==> src/bcos_pkg.sv <==
// Shared constants, side codes and arithmetic helpers for the box collision block.
package bcos_pkg;

    localparam int COORD_BITS = 16;
    localparam int OVL_BITS   = 16;
    localparam int SIDE_BITS  = 3;

    typedef logic signed [COORD_BITS-1:0] coord_t;
    typedef logic signed [COORD_BITS:0]   wide_t;
    typedef logic [COORD_BITS-1:0]        ovl_t;
    typedef logic [OVL_BITS-1:0]          ovl_out_t;

    typedef enum logic [SIDE_BITS-1:0] {
        SIDE_NONE  = 3'd0,
        SIDE_UP    = 3'd1,
        SIDE_DOWN  = 3'd2,
        SIDE_LEFT  = 3'd3,
        SIDE_RIGHT = 3'd4
    } side_t;

    // Divide by two, truncating toward zero.
    function automatic coord_t half_trunc(input wide_t s);
        logic signed [COORD_BITS+1:0] t;
        t = {s[COORD_BITS], s} + {{(COORD_BITS+1){1'b0}}, s[COORD_BITS]};
        return t[COORD_BITS:1];
    endfunction

    function automatic wide_t sext1(input coord_t a);
        return {a[COORD_BITS-1], a};
    endfunction

    // Clamp an overlap to the result field width.
    function automatic ovl_out_t sat_ovl(input ovl_t v);
        logic [COORD_BITS+OVL_BITS-1:0] w;
        logic [COORD_BITS+OVL_BITS-1:0] lim;
        w   = (COORD_BITS+OVL_BITS)'(v);
        lim = {{COORD_BITS{1'b0}}, {OVL_BITS{1'b1}}};
        if (w > lim)
            return {OVL_BITS{1'b1}};
        else
            return w[OVL_BITS-1:0];
    endfunction

endpackage

==> src/box_collision_overlap_side.sv <==
// Pipelined box pair collision test with overlap depth and contact side.
//
//  channel  | handshake          | payload
//  ---------+--------------------+------------------------------------------
//  command  | start / busy       | first_* and second_* edges
//  result   | done (strobe)      | hit, overlap_x, overlap_y, contact_side,
//           |                    | detail_side
//
// Five register stages: edge sums, centers and half sizes, magnitudes,
// hit and overlaps, side select. Done strobes once a pair has passed them all;
// one pair can be taken every cycle, so busy is always low.
// Reset clears the stage valid bits only. The receiver cannot stall.
module box_collision_overlap_side
(
    input  logic                                  clk,
    input  logic                                  rst_n,
    input  logic                                  start,
    output logic                                  busy,
    input  logic signed [bcos_pkg::COORD_BITS-1:0] first_left,
    input  logic signed [bcos_pkg::COORD_BITS-1:0] first_top,
    input  logic signed [bcos_pkg::COORD_BITS-1:0] first_right,
    input  logic signed [bcos_pkg::COORD_BITS-1:0] first_bottom,
    input  logic signed [bcos_pkg::COORD_BITS-1:0] second_left,
    input  logic signed [bcos_pkg::COORD_BITS-1:0] second_top,
    input  logic signed [bcos_pkg::COORD_BITS-1:0] second_right,
    input  logic signed [bcos_pkg::COORD_BITS-1:0] second_bottom,
    output logic                                  done,
    output logic                                  hit,
    output logic [bcos_pkg::OVL_BITS-1:0]         overlap_x,
    output logic [bcos_pkg::OVL_BITS-1:0]         overlap_y,
    output logic [bcos_pkg::SIDE_BITS-1:0]        contact_side,
    output logic [bcos_pkg::SIDE_BITS-1:0]        detail_side
);

    localparam int W = bcos_pkg::COORD_BITS;

    logic accept;
    assign busy   = 1'b0;
    assign accept = start && !busy;

    // stage 1: edge sums and sizes
    logic                v1_reg;
    bcos_pkg::wide_t     sx1_reg, sy1_reg, sx2_reg, sy2_reg;
    bcos_pkg::wide_t     wx1_reg, wy1_reg, wx2_reg, wy2_reg;

    // stage 2: center differences and summed half sizes
    logic                v2_reg;
    bcos_pkg::wide_t     dx2_reg, dy2_reg, hx2_reg, hy2_reg;
    bcos_pkg::coord_t    cx1, cy1, cx2, cy2;
    bcos_pkg::coord_t    hw1, hh1, hw2, hh2;

    // stage 3: magnitudes and signs
    logic                v3_reg;
    logic [W:0]          adx_reg, ady_reg;
    logic                dxp3_reg, dxn3_reg, dyp3_reg, dyn3_reg;
    bcos_pkg::wide_t     hx3_reg, hy3_reg;

    // stage 4: hit and overlaps
    logic                v4_reg;
    logic                hit4_reg;
    bcos_pkg::ovl_t      ox4_reg, oy4_reg;
    logic                dxp4_reg, dxn4_reg, dyp4_reg, dyn4_reg;
    logic signed [W+1:0] hx_e, hy_e, adx_e, ady_e, oxd, oyd;
    logic                hitx, hity;

    // stage 5: output
    logic                done_reg;
    logic                hit_reg;
    bcos_pkg::ovl_out_t  ovx_reg, ovy_reg;
    bcos_pkg::side_t     side_reg, detail_reg;
    bcos_pkg::side_t     side_next, detail_next;

    always_ff @(posedge clk or negedge rst_n)
    begin
        if (!rst_n)
        begin
            v1_reg   <= 1'b0;
            v2_reg   <= 1'b0;
            v3_reg   <= 1'b0;
            v4_reg   <= 1'b0;
            done_reg <= 1'b0;
        end
        else
        begin
            v1_reg   <= accept;
            v2_reg   <= v1_reg;
            v3_reg   <= v2_reg;
            v4_reg   <= v3_reg;
            done_reg <= v4_reg;
        end
    end

    always_ff @(posedge clk)
    begin
        if (accept)
        begin
            sx1_reg <= bcos_pkg::sext1(first_left) + bcos_pkg::sext1(first_right);
            sy1_reg <= bcos_pkg::sext1(first_top) + bcos_pkg::sext1(first_bottom);
            sx2_reg <= bcos_pkg::sext1(second_left) + bcos_pkg::sext1(second_right);
            sy2_reg <= bcos_pkg::sext1(second_top) + bcos_pkg::sext1(second_bottom);
            wx1_reg <= bcos_pkg::sext1(first_right) - bcos_pkg::sext1(first_left);
            wy1_reg <= bcos_pkg::sext1(first_bottom) - bcos_pkg::sext1(first_top);
            wx2_reg <= bcos_pkg::sext1(second_right) - bcos_pkg::sext1(second_left);
            wy2_reg <= bcos_pkg::sext1(second_bottom) - bcos_pkg::sext1(second_top);
        end
    end

    always_comb
    begin
        cx1 = bcos_pkg::half_trunc(sx1_reg);
        cy1 = bcos_pkg::half_trunc(sy1_reg);
        cx2 = bcos_pkg::half_trunc(sx2_reg);
        cy2 = bcos_pkg::half_trunc(sy2_reg);
        hw1 = bcos_pkg::half_trunc(wx1_reg);
        hh1 = bcos_pkg::half_trunc(wy1_reg);
        hw2 = bcos_pkg::half_trunc(wx2_reg);
        hh2 = bcos_pkg::half_trunc(wy2_reg);
    end

    always_ff @(posedge clk)
    begin
        if (v1_reg)
        begin
            dx2_reg <= bcos_pkg::sext1(cx1) - bcos_pkg::sext1(cx2);
            dy2_reg <= bcos_pkg::sext1(cy1) - bcos_pkg::sext1(cy2);
            hx2_reg <= bcos_pkg::sext1(hw1) + bcos_pkg::sext1(hw2);
            hy2_reg <= bcos_pkg::sext1(hh1) + bcos_pkg::sext1(hh2);
        end
    end

    always_ff @(posedge clk)
    begin
        if (v2_reg)
        begin
            adx_reg  <= dx2_reg[W] ? (W+1)'(-dx2_reg) : dx2_reg;
            ady_reg  <= dy2_reg[W] ? (W+1)'(-dy2_reg) : dy2_reg;
            dxn3_reg <= dx2_reg[W];
            dyn3_reg <= dy2_reg[W];
            dxp3_reg <= !dx2_reg[W] && (dx2_reg != '0);
            dyp3_reg <= !dy2_reg[W] && (dy2_reg != '0);
            hx3_reg  <= hx2_reg;
            hy3_reg  <= hy2_reg;
        end
    end

    always_comb
    begin
        hx_e  = {hx3_reg[W], hx3_reg};
        hy_e  = {hy3_reg[W], hy3_reg};
        adx_e = {1'b0, adx_reg};
        ady_e = {1'b0, ady_reg};
        hitx  = adx_e < hx_e;
        hity  = ady_e < hy_e;
        oxd   = hx_e - adx_e;
        oyd   = hy_e - ady_e;
    end

    always_ff @(posedge clk)
    begin
        if (v3_reg)
        begin
            hit4_reg <= hitx && hity;
            // overlap is below 2^W whenever there is a hit
            ox4_reg  <= oxd[W-1:0];
            oy4_reg  <= oyd[W-1:0];
            dxp4_reg <= dxp3_reg;
            dxn4_reg <= dxn3_reg;
            dyp4_reg <= dyp3_reg;
            dyn4_reg <= dyn3_reg;
        end
    end

    always_comb
    begin
        side_next   = bcos_pkg::SIDE_NONE;
        detail_next = bcos_pkg::SIDE_NONE;
        if (ox4_reg >= oy4_reg)
        begin
            if (dyp4_reg || dyn4_reg)
            begin
                side_next   = dyp4_reg ? bcos_pkg::SIDE_UP : bcos_pkg::SIDE_DOWN;
                detail_next = dxp4_reg ? bcos_pkg::SIDE_RIGHT : bcos_pkg::SIDE_LEFT;
            end
        end
        else
        begin
            if (dxp4_reg || dxn4_reg)
            begin
                side_next   = dxp4_reg ? bcos_pkg::SIDE_LEFT : bcos_pkg::SIDE_RIGHT;
                detail_next = dyp4_reg ? bcos_pkg::SIDE_DOWN : bcos_pkg::SIDE_UP;
            end
        end
    end

    always_ff @(posedge clk)
    begin
        if (v4_reg)
        begin
            if (hit4_reg)
            begin
                hit_reg    <= 1'b1;
                ovx_reg    <= bcos_pkg::sat_ovl(ox4_reg);
                ovy_reg    <= bcos_pkg::sat_ovl(oy4_reg);
                side_reg   <= side_next;
                detail_reg <= detail_next;
            end
            else
            begin
                hit_reg    <= 1'b0;
                ovx_reg    <= '0;
                ovy_reg    <= '0;
                side_reg   <= bcos_pkg::SIDE_NONE;
                detail_reg <= bcos_pkg::SIDE_NONE;
            end
        end
    end

    assign done         = done_reg;
    assign hit          = hit_reg;
    assign overlap_x    = ovx_reg;
    assign overlap_y    = ovy_reg;
    assign contact_side = side_reg;
    assign detail_side  = detail_reg;

endmodule
==> config.mk <==
export PLATFORM = sky130hd
export DESIGN_NAME = box_collision_overlap_side
export DESIGN_NICKNAME = d
export VERILOG_FILES = /design/src/bcos_pkg.sv /design/src/box_collision_overlap_side.sv
export SDC_FILE = /design/constraint.sdc
export NUM_CORES = 1
export LEC_CHECK = 0
export ABC_AREA = 1
export BUFFER_PORTS_ARGS = -buffer_cell sky130_fd_sc_hd__buf_2
export CAP_MARGIN = 20
export CORE_ASPECT_RATIO = 0.7
export CORE_MARGIN = 2
export CORE_UTILIZATION = 60
export DETAILED_ROUTE_END_ITERATION = 10
export GPL_TIMING_DRIVEN = 0
export HOLD_SLACK_MARGIN = 0.03
export PLACE_DENSITY_LB_ADDON = 0.3
export SKIP_LAST_GASP = 1
export SLEW_MARGIN = 20
export SYNTH_ARGS = -nofsm -noshare
export SYNTH_HDL_FRONTEND = slang
export SYNTH_SLANG_ARGS = --single-unit
export TNS_END_PERCENT = 10
==> constraint.sdc <==
create_clock -name clk -period 6.6 [get_ports clk]
set_clock_uncertainty 0.2 [all_clocks]
set_input_delay 0.66 -clock clk [delete_from_list [all_inputs] [get_ports clk]]
set_output_delay 0.66 -clock clk [all_outputs]
set_load 0.02 [all_outputs]
Yosys cells after proc, flatten, opt, wreduce, memory -nomap -nowiden
Index checks and enable logic that the tools add are counted.
{ "classes": {"add_sub_neg": 24, "magnitude_cmp": 3, "n_reduce_logical": 9, "shifts": 0, "div": 0, "n_eq_ne": 0, "muxes": 13, "n_bitwise": 0, "n_mul": 0} }
{ "ops": {"columns": ["cell", "n"], "rows": [
  ["$add A17 B2 Y17", 8],
  ["$add A16 B16 Y17", 6],
  ["$sub A16 B16 Y17", 6],
  ["$lt A18 B17 Y1", 2],
  ["$neg A17 Y17", 2],
  ["$reduce_bool A17 Y1", 2],
  ["$mux W16", 2],
  ["$sub A16 B16 Y16", 2],
  ["$mux W3", 6],
  ["$ge A16 B16 Y1", 1],
  ["$mux W2", 4],
  ["$logic_and A1 B1 Y1", 3],
  ["$logic_not A1 Y1", 2],
  ["$logic_or A1 B1 Y1", 2],
  ["$mux W1", 1]
]} }
{ "totals": {"input_bits": 131, "memories": 0, "ram_bits": 0, "rom_bits": 0, "reg_bits": 357, "latch_bits": 0} }

Depth between registers and ports, before layout
Gate-level depths: netlist (run 1).
{ "depth": {"depth_word": 3, "depth_mapped": 23} }

Least setup slack after synthesis (run 1)
No wires, ideal clock.
{ "synth_timing": {"kind": "flip-flop to flip-flop", "from": "register wy1_reg[16]", "to": "register hy2_reg[14] (data pin)", "slack_ps": 3782, "required_ps": 6148, "n_path_buf": 0, "t_arrival_ps": 2365, "period_less_slack_ps": 2818, "setup_time_ps": 252, "stages_incl_launch_ff": 20, "path_cell_list": "edfxtp_1 > nand2_1 > inv_1 > ha_1 > nand3_1 > inv_1 > nand3_1 > nor2_1 > nand4_1 > xor2_1 > inv_1 > ha_1 > nand2_1 > inv_1 > a21oi_1 > nor3_1 > nor2_1 > nand2_1 > nand2_1 > nand2_1"} }
{ "synth_between": {"elab_chain_len": 2} }
{ "synth_rtl": {"columns": ["element", "line", "source"], "rows": [
  ["from (decl)", "box_collision_overlap_side.sv:44", "bcos_pkg::wide_t wx1_reg, wy1_reg, wx2_reg, wy2_reg;"],
  ["from (signal assigned)", "box_collision_overlap_side.sv:102", "wy1_reg <= bcos_pkg::sext1(first_bottom) - bcos_pkg::sext1(first_top);"],
  ["$add A17 B2 Y17", "bcos_pkg.sv:24", "t = {s[COORD_BITS], s} + {{(COORD_BITS+1){1'b0}}, s[COORD_BITS]};"],
  ["$add A16 B16 Y17", "box_collision_overlap_side.sv:127", "hy2_reg <= bcos_pkg::sext1(hh1) + bcos_pkg::sext1(hh2);"],
  ["to (signal assigned)", "box_collision_overlap_side.sv:127", null],
  ["to (decl)", "box_collision_overlap_side.sv:48", "bcos_pkg::wide_t dx2_reg, dy2_reg, hx2_reg, hy2_reg;"]
]} }
Every way passes these cells.
A chain may end at the register's enable or synchronous reset.

Worst setup path in the final report (run 1)
Same ends and word-level chain as after synthesis.

==> results.yml, run 1 <==
power:
  vdd_drop_max_mv: 0.194
  leakage_uw: 0.0156
  power.density_nw_per_um2: 317
timing:
  final_hold_viol_count: 0
  slew_headroom_pct: 46.0
  grt_setup_unrepaired: "no"
  finalSetupViolations: 0
  report.final.slew_viol_count: 0
  timing_worst_slew_pin_value_ns: 0.810
  period_share_pct: 52.7
  fin_setup_tns_ns: 0
  fin_crit_ns: 3.48
  fmax_ghz: 0.288
placed_design:
  placed_area_sq_um: 29500
  place_congestion: 0.968
  place_inst: 4247
  dp_hpwl_microns: 53100
  io_buffers: 170
worst_setup_path:
  reg2reg_from: "wy1_reg[16]"
  crit_top_cell: "nand2_1"
  worstPathMaxFanout: 4
  r2r_cells: 19
  arrival_ns: 3.58
  cp.required_ns: 6.70
  cpPeakStageDelay_ns: 0.49
  r2r_end: "hy2_reg[14]"
  rrSetupSlack_ns: 3.12
  cp-startpoint: "wy1_reg[16]"
  crit_chain: "nand2_1 -> inv_1 -> ha_1 -> nand3_1 -> inv_1 -> nand3_1 -> nor2_1 -> nand4_1 -> xor2_1 -> inv_1 -> ha_1 -> nand2_1 -> inv_1 -> a21oi_1 -> nor3_1 -> nor2_1 -> nand2_1 -> nand2_1 -> nand2_1"
  start_kind: "flop"
  critPathKind: "reg -> reg"
  crit_slowest_cell: "edfxtp_1"
  crit_end: "hy2_reg[14]"
  endpoint_kind: "flop"
yosys:
  synth-edff-count: 348
  synthesis.area_sq_um: 27800
  ys_types: 49
  yosysMostFrequentCell: "nand2_1"
  synth.area.top_cells: "edfxtp_1 38%, ha_1 13%, nand2_1 11%"
  syn_nets: 3897
  synth_seq_cells: 353
  yosysTopAreaCellShare_pct: 37.6
  yosys_warnings: 0
  avgSynthCellArea_sq_um: 8.01
  ys_async_sr_fraction_pct: 1.42
  synth_common_cells: "839 x nand2_1, 614 x inv_1, 348 x edfxtp_1"
  synthFlopType: "edfxtp_1"
  netlist_instances: 3470
  synth_top_cell_by_area: "edfxtp_1"
  ys_seq_area_share_pct: 38.0
floorplan:
  die-area_sq_um: 48100
  coreArea_sq_um: 45400
  rows: 65
  die-width_microns: 261
  ios: 172
  start_util_pct: 61.3
  die_h_microns: 184
run:
  cap_violations: 0
cts:
  cts_resized: 0
  cts_tree: "yes"
  clkLatencyLatePin_ns: 0.55
  cts.path.max_buffers: 3
  cts_max_level: 2
  cts_hold_buf: 1
  cts_made_buffers: 37
  clk_pin_slew_ns: 0.06
  clkSinkCount: 353
  cts_setup_buffers: 0
  root_buffer: "clkbuf_16"
finish:
  antenna_cells: 0
  fin_cells: 4314
  final-seq-area_sq_um: 10600
  multi_input_comb_area_sq_um: 14700
  fillCellCount: 3722
  finalNetCount: 4111
  layout-drive-gt1-share_pct: 8.25
  fin_area_sq_um: 30800
  syn2layout_area_growth_pct: 10.6
outcome:
  status: "finished, final reports clean"
routing:
  post-route-drc-count: 0
  vias: 23100
  wl_per_cell_microns: 15.2
  avgViaCountPerCell: 5.36
  routed_wl_microns: 65400
  detail-route-antenna-nets: 0
  drt-initial-drc-count: 2263
  drt-pass1-iter-count: 6
global_routing:
  grt_pass1_wl_microns: 106000
  grt_max_degree: 88
  grt_pass1_vias: 21200
  track_usage_pct: 27.5
  antenna_found_initial: 3
  overflow: 0
min_path:
  holdCritPathClass: "reg -> reg"
==> worst max-delay path: cells and delay by family (launching register included) <==
family	cells	cell delay (ns)
simple gates	11	1.27
fa+ha+maj	2	0.56
flops	1	0.49
buf+inv	4	0.33
compound gates	1	0.24
xor+xnor	1	0.15
==> per-layer routing <==
metal	up-vias	wire length, microns	GRT usage, %
met2	948	26100	39.4
met4	2	1130	5.59
met5	-	13	0
li1	11700	-	-
met1	10400	32000	43.0
met3	82	6190	5.27
==> power by group <==
part           leakage, uW  total, uW  internal [uW]  switching [uW]
sequential         0.00345       3780           3350             433
clock             0.000602       2140           1240             898
combinational       0.0116       3830           1380            2450
==> cell type report <==
cell class	instances	share of cell area, %
multi-input cells	2453	47.7
clock inverters	19	0.765
flip-flops and latches	353	34.4
repair buffers	175	3.13
plain buffers	45	0.740
well taps	603	2.45
inverters	619	7.55
clock buffers	47	3.23
==> cells by family after synthesis <==
| kind of cell | share of synthesized area [%] |
|---|---|
| AND/OR/NAND/NOR | 23.8 |
| adder cells (fa/ha/maj) | 13.7 |
| other | 0.0135 |
| AO/OA/AOI/OAI | 7.02 |
| buffers and inverters | 9.18 |
| XOR/XNOR | 8.29 |
| flip-flops | 38.0 |
==> worst min-delay path by stage <==
stage,start,endpoint,slack [ns],depth (start not counted)
floorplan,rst_n,done,0.16,0
global placement,hx2_reg[0],hx3_reg[0],0.20,0
detailed placement,hx2_reg[14],hx3_reg[14],0.20,0
CTS,hy2_reg[7],hy3_reg[7],0.21,0
global route,hx2_reg[10],hx3_reg[10],0.22,0
finish,hy2_reg[7],hy3_reg[7],0.21,0
==> placed cells by master, fill, tap and decap left out, types with 61 or more instances in the layout <==
cell,n
nand2_1,839
inv_1,614
edfxtp_1,348
ha_1,282
nand3_1,276
nor2_1,271
xor2_1,211
buf_2,193
a21oi_1,186
nand4_1,62
o21ai_0,61
==> metrics by stage <==
stage                     setup slack, ns  util, %  hold WS (ns)  total power, uW
final                                3.12     67.8         0.212             9750
after floorplan                      3.78        -         0.164             6470
after global placement               3.15     64.8         0.201             7440
after CTS                            3.20     67.8         0.210             9740
after detailed placement             3.25     65.0         0.205             7560
after global routing                 2.84     67.8         0.221            10500
Power figures use the tool's default switching activity.
==> run 2, diff against run 1 <==
--- a/config.mk
+++ b/config.mk
@@ -5,12 +5,12 @@
 export SDC_FILE = /design/constraint.sdc
 export NUM_CORES = 1
 export LEC_CHECK = 0
-export ABC_AREA = 1
+export ABC_AREA = 0
 export BUFFER_PORTS_ARGS = -buffer_cell sky130_fd_sc_hd__buf_2
 export CAP_MARGIN = 20
 export CORE_ASPECT_RATIO = 0.7
 export CORE_MARGIN = 2
-export CORE_UTILIZATION = 60
+export CORE_UTILIZATION = 56
 export DETAILED_ROUTE_END_ITERATION = 10
 export GPL_TIMING_DRIVEN = 0
 export HOLD_SLACK_MARGIN = 0.03
==> constraint.sdc (replaced) <==
create_clock -name clk -period 3.05 [get_ports clk]
set_clock_uncertainty 0.2 [all_clocks]
set_input_delay 0.305 -clock clk [delete_from_list [all_inputs] [get_ports clk]]
set_output_delay 0.305 -clock clk [all_outputs]
set_load 0.02 [all_outputs]
==> run 2 against run 1 <==
Routed wire length down 6.7%. Sequential power up 120%. Sequential cell count unchanged. Design area down 3.3%. Critical path type unchanged. Count of clock-buffer cells in the layout down 2. The flow now finishes with violations (setup timing). Via count down 16%. Non-clock buffer count up 63. Combinational power up 120%. Setup slack worse by 3.6 ns. Clock power up 100%.
==> results.yml, run 2 <==
global_routing:
  met1_usage_pct: 39.0
  antenna_found_initial: 0
  grt_max_degree: 83
  grt_use_met3_pct: 4.65
  grt_pass1_wl_microns: 94400
  grt_pass1_vias: 18200
  gr-max-usage-layer: "met1"
  overflow: 0
  grt_use_met2_pct: 35.9
  track_usage_pct: 25.0
timing:
  slew_headroom_pct: 22.8
  holdWs_ns: 0.0472
  setup_ws_ns: -0.488
  grt_setup_unrepaired: "yes"
  fin_crit_ns: 3.54
  timing_worst_slew_pin_value_ns: 1.14
  fin_setup_tns_ns: -7.13
  fmax_ghz: 0.283
  final_hold_viol_count: 0
  finalSetupViolations: 31
  period_share_pct: 116
  report.final.slew_viol_count: 0
yosys:
  synth_common_cells: "348 x edfxtp_1, 282 x ha_1, 260 x inv_1"
  ys_async_sr_fraction_pct: 1.42
  synthFlopType: "edfxtp_1"
  synth_seq_cells: 353
  synthesis.area_sq_um: 25400
  synth-edff-count: 348
  yosysMostFrequentCell: "edfxtp_1"
  yosysTopAreaCellShare_pct: 41.1
  avgSynthCellArea_sq_um: 10.2
  ys_seq_area_share_pct: 41.6
  netlist_instances: 2502
  ys_types: 82
  synth.area.top_cells: "edfxtp_1 41%, ha_1 14%, xnor2_1 7.7%"
  syn_nets: 2929
  yosys_warnings: 0
  synth_top_cell_by_area: "edfxtp_1"
worst_setup_path:
  arrival_ns: 3.61
  start_kind: "flop"
  worstPathMaxFanout: 5
  endpoint_kind: "flop"
  cp.required_ns: 3.13
  critPathKind: "reg -> reg"
  cp-startpoint: "wy2_reg[16]"
  reg2reg_from: "wy2_reg[16]"
floorplan:
  die_h_microns: 182
  die-area_sq_um: 47200
  ios: 172
  die-width_microns: 259
  rows: 65
  coreArea_sq_um: 45000
  start_util_pct: 56.6
cts:
  cts_tree: "yes"
  clkLatencyLatePin_ns: 0.55
  cts_max_level: 2
  cts.path.max_buffers: 3
  root_buffer: "clkbuf_16"
  clk_pin_slew_ns: 0.06
  clkSinkCount: 353
  cts_made_buffers: 37
power:
  power_frac_comb_pct: 40.4
  power_frac_clock_pct: 20.5
  leakage_uw: 0.0124
  vdd_drop_max_mv: 0.360
  pwr-share-seq_pct: 39.1
  p_sw_uw: 7520
  power.density_nw_per_um2: 704
  p_int_uw: 13400
  sw_frac_of_total_pct: 35.9
finish:
  syn2layout_area_growth_pct: 16.9
  antenna_cells: 0
  layout-drive-gt1-share_pct: 16.3
  fin_area_sq_um: 29700
  final_common_cell: "edfxtp_1"
  mostFrequentLayoutCells: "348 x edfxtp_1, 259 x inv_1, 256 x ha_1, 197 x xnor2_1, 176 x buf_2"
  fillCellCount: 3450
  fin_util_pct: 66.1
  finalNetCount: 3192
placed_design:
  dp_worst_setup_slack_ns: -0.900
  placed_area_sq_um: 27200
  dp_hpwl_microns: 47000
  place_congestion: 0.932
  io_buffers: 170
routing:
  post-route-drc-count: 0
  routed_wl_microns: 61000
  detail-route-antenna-nets: 0
  vias: 19500
  wl_per_cell_microns: 18.0
  drt-initial-drc-count: 1769
  drt-pass1-iter-count: 5
  avgViaCountPerCell: 5.73
outcome:
  violations: "setup timing"
  status: "complete, but fails checks"
min_path:
  hold_start: "second_right[0]"
  holdCritPathClass: "in -> reg"
run:
  cap_violations: 0
[run 2: worst paths after layout]
kind	to	slack [ns]	cells after the start
max	hy2_reg[15]	-0.49	12
min	sx2_reg[0]	0.05	4
max reg2reg	hy2_reg[15]	-0.49	12
min reg2reg	hx3_reg[13]	0.19	0
max in group asynchronous	v1_reg	1.63	3
min in group asynchronous	v3_reg	0.65	3
[run 2: layout make-up]
cell class,count,area (sq um),share of cell area (%)
Clock inverter,21,168,0.564
Multi-Input combinational cell,1827,14700,49.3
Clock buffer,45,966,3.25
Inverter,263,987,3.32
Timing Repair Buffer,228,1390,4.67
Sequential cell,353,10600,35.6
Tap cell,603,754,2.54
Buffer,55,219,0.736
[run 2: routing by layer]
| layer | part of all wire, % | vias to the layer above |
|---|---|---|
| li1 | - | 9447 |
| met1 | 49 | 9206 |
| met4 | 1.6 | 0 |
| met2 | 42 | 717 |
| met3 | 7.6 | 84 |
| met5 | 0 | - |
[run 2: power by group through the flow]
| stage | sequential, uW | combinational (uW) | clock, uW |
|---|---|---|---|
| 2_1_floorplan | 8040 | 5470 | 0 |
| 3_3_place_gp | 8190 | 7170 | 0 |
| 3_5_place_dp | 8220 | 7510 | 0 |
| 4_1_cts | 8140 | 7890 | 4360 |
| 5_1_grt | 8330 | 9330 | 4570 |
| 6_report | 8180 | 8470 | 4300 |
[run 2: critical path, cell delays in order (launching register included)]
cell and delay (ns):
edfxtp_1 0.47, and2_4 0.21, ha_4 0.19, nand3_1 0.16, xnor2_2 0.27, ha_4 0.27, nand2_1 0.10, nor4_2 0.06
a211o_1 0.26, a311o_2 0.44, a221o_1 0.33, a21oi_2 0.21, xnor2_2 0.10
[run 2: stage by stage]
step	cells	total power [uW]
2_1_floorplan	2502	13500
3_3_place_gp	3275	15400
3_5_place_dp	3280	15700
4_1_cts	3374	20400
5_1_grt	3395	22200
6_report	3395	21000
[run 2: cell families after synthesis]
kind of cell,Yosys count,share of synthesized area [%]
AOI/OAI and AO/OA,527,13.9
xor gates and xnor gates,309,10.6
adders and majority gates,296,15.0
buffers and inverters,322,4.80
DFF,353,41.6
muxes,6,0.241
other,1,0.0147
and+or+nand+nor,688,13.8
[run 2: timing repair]
action                                  4_1_cts  5_1_grt
setup buffers                                23       22
hold buffers                                  8        0
pin swaps                                    30       54
hold endpoints to repair                     10        0
endpoints found under the setup margin       38       45
gates resized for setup                      81      101
==> run 3, diff against run 2 <==
--- a/config.mk
+++ b/config.mk
@@ -15,9 +15,8 @@
 export GPL_TIMING_DRIVEN = 0
 export HOLD_SLACK_MARGIN = 0.03
 export PLACE_DENSITY_LB_ADDON = 0.3
-export SKIP_LAST_GASP = 1
 export SLEW_MARGIN = 20
 export SYNTH_ARGS = -nofsm -noshare
 export SYNTH_HDL_FRONTEND = slang
 export SYNTH_SLANG_ARGS = --single-unit
-export TNS_END_PERCENT = 10
+export TNS_END_PERCENT = 5
==> run 3 against run 2 <==
The run still ends with setup timing left. Register-to-register slack better by 0.03 ns. Via count down 0.54%. Fmax up 0.74%. Sequential power about the same. Routed wire length down 1.4%. Critical path depth unchanged. Worst hold slack better by 0.00080 ns. Count of clock-buffer cells in the layout unchanged. Utilization down 0.56 points. Design area down 0.85%. Largest cell class unchanged. Largest power group unchanged.
==> results.yml, run 3 (synthesized netlist as in run 2, its figures left out) <==
routing:
  wl_per_cell_microns: 17.8
  drt-initial-drc-count: 1763
  drt-pass1-iter-count: 5
  routed_wl_microns: 60200
  vias: 19300
  post-route-drc-count: 0
  avgViaCountPerCell: 5.73
  detail-route-antenna-nets: 0
cts:
  cts_made_buffers: 37
  root_buffer: "clkbuf_16"
  clkSinkCount: 353
  clk_pin_slew_ns: 0.06
  cts_max_level: 2
  clkLatencyLatePin_ns: 0.55
  cts.path.max_buffers: 3
  cts_tree: "yes"
worst_setup_path:
  arrival_ns: 3.59
  cpPeakStageDelay_ns: 0.45
  crit_slowest_cell: "edfxtp_1"
  crit_chain: "and2_4 -> ha_4 -> nand3_1 -> xnor2_2 -> ha_4 -> nand2_1 -> nor4_2 -> a211o_1 -> a311o_2 -> a221o_1 -> a21oi_2 -> xnor2_2"
  endpoint_kind: "flop"
  cp.required_ns: 3.13
  critPathKind: "reg -> reg"
  start_kind: "flop"
  worstPathMaxFanout: 5
finish:
  mostFrequentLayoutCells: "348 x edfxtp_1, 263 x ha_1, 260 x inv_1, 198 x xnor2_1, 176 x buf_2"
  final_common_cell: "edfxtp_1"
  fin_area_sq_um: 29500
  multi_input_comb_area_sq_um: 14600
  fillCellCount: 3497
  layout-drive-gt1-share_pct: 15.5
  antenna_cells: 0
  final-seq-area_sq_um: 10600
  finalNetCount: 3172
  syn2layout_area_growth_pct: 16.0
placed_design:
  dp_worst_setup_slack_ns: -0.900
  placed_area_sq_um: 27200
  place_congestion: 0.932
  dp_hpwl_microns: 47000
  io_buffers: 170
floorplan:
  start_util_pct: 56.6
  ios: 172
  die-area_sq_um: 47200
  die_h_microns: 182
  die-width_microns: 259
  rows: 65
  coreArea_sq_um: 45000
timing:
  timing_worst_slew_pin_value_ns: 1.12
  slew_headroom_pct: 24.7
  period_share_pct: 115
  finalSetupViolations: 29
  setup_ws_ns: -0.462
  fin_crit_ns: 3.51
  final_hold_viol_count: 0
  report.final.slew_viol_count: 0
  fmax_ghz: 0.285
  grt_setup_unrepaired: "yes"
min_path:
  holdCritPathClass: "in -> reg"
power:
  power.density_nw_per_um2: 704
  leakage_uw: 0.0123
  vdd_drop_max_mv: 0.362
run:
  cap_violations: 0
global_routing:
  antenna_found_initial: 0
  track_usage_pct: 25.0
  overflow: 0
  grt_pass1_vias: 18200
  grt_max_degree: 83
  grt_pass1_wl_microns: 94300
outcome:
  violations: "setup timing"
  status: "complete, but fails checks"
-- run 3: changes by cell type in the layout (fill, tap and decap cells not counted), moves of 3 or more --
cell | before | now
and2_1 | 41 | 44
ha_1 | 256 | 263
buf_4 | 46 | 25
a21oi_2 | 10 | 14
nor2_4 | 5 | 2
a21oi_1 | 125 | 121
nor2_2 | 3 | 7
and2_4 | 7 | 4
ha_2 | 4 | 7
ha_4 | 22 | 12
nand2_1 | 110 | 113
o21ai_2 | 3 | 7
o21ai_1 | 11 | 8
-- run 3: final timing paths --
path | startpoint | end | slack (ns) | depth (start not counted)
setup / recovery | wy2_reg[16] | hy2_reg[15] | -0.46 | 12
hold / removal | second_right[0] | sx2_reg[0] | 0.05 | 4
setup reg to reg | wy2_reg[16] | hy2_reg[15] | -0.46 | 12
hold reg to reg | hx2_reg[13] | hx3_reg[13] | 0.19 | 0
max in group asynchronous | rst_n | v1_reg | 1.63 | 3
min in group asynchronous | rst_n | v3_reg | 0.66 | 3
-- run 3: report_power, final --
| part | internal [uW] | total [uW] | switching (uW) |
|---|---|---|---|
| sequential | 7240 | 8180 | 944 |
| combinational | 3630 | 8280 | 4660 |
| clock | 2440 | 4310 | 1870 |
| total | 13300 | 20800 | 7470 |
-- run 3: repair_timing --
action	CTS	global route
pin swaps	18	36
resized for setup	93	83
setup endpoints to repair	38	45
setup buffers	15	9
hold endpoints to repair	10	0
hold buffers	8	0
-- run 3: through the flow --
step / std cells / setup TNS (ns) / hold slack [ns] / power [uW] / utilization (%)
5_1_grt: 3375 / -9.55 / 0.0605 / 22100 / 65.6
3_3_place_gp: 3275 / -18.80 / -0.0348 / 15400 / 60.1
4_1_cts: 3367 / -5.70 / 0.0352 / 20400 / 64.4
2_1_floorplan: 2502 / -0.470 / -0.191 / 13500 / -
3_5_place_dp: 3280 / -18.62 / -0.0229 / 15700 / 60.4
6_report: 3375 / -6.44 / 0.0480 / 20800 / 65.6
-- run 3: worst max-delay path: cells and delay by family (launching register included) --
kind / cells / cell delay, ns
fa+ha+maj: 2 / 0.45
compound gates: 4 / 1.24
xor+xnor: 2 / 0.37
flops: 1 / 0.45
simple gates: 4 / 0.54
-- run 3: cell type report --
class / instances / share of cell area (%)
clock inverters: 21 / 0.568
plain buffers: 56 / 0.772
repair buffers: 207 / 4.18
well taps: 603 / 2.56
clock buffers: 45 / 3.28
multi-input cells: 1827 / 49.4
flip-flops and latches: 353 / 35.9
inverters: 263 / 3.35
-- run 3: per-layer routing --
metal	GRT usage [%]	wire length, microns	up-vias
li1	-	-	9428
met1	38.9	30000	9188
met2	36.0	25000	656
met3	4.79	4340	76
met4	4.92	905	0
met5	0	0	-
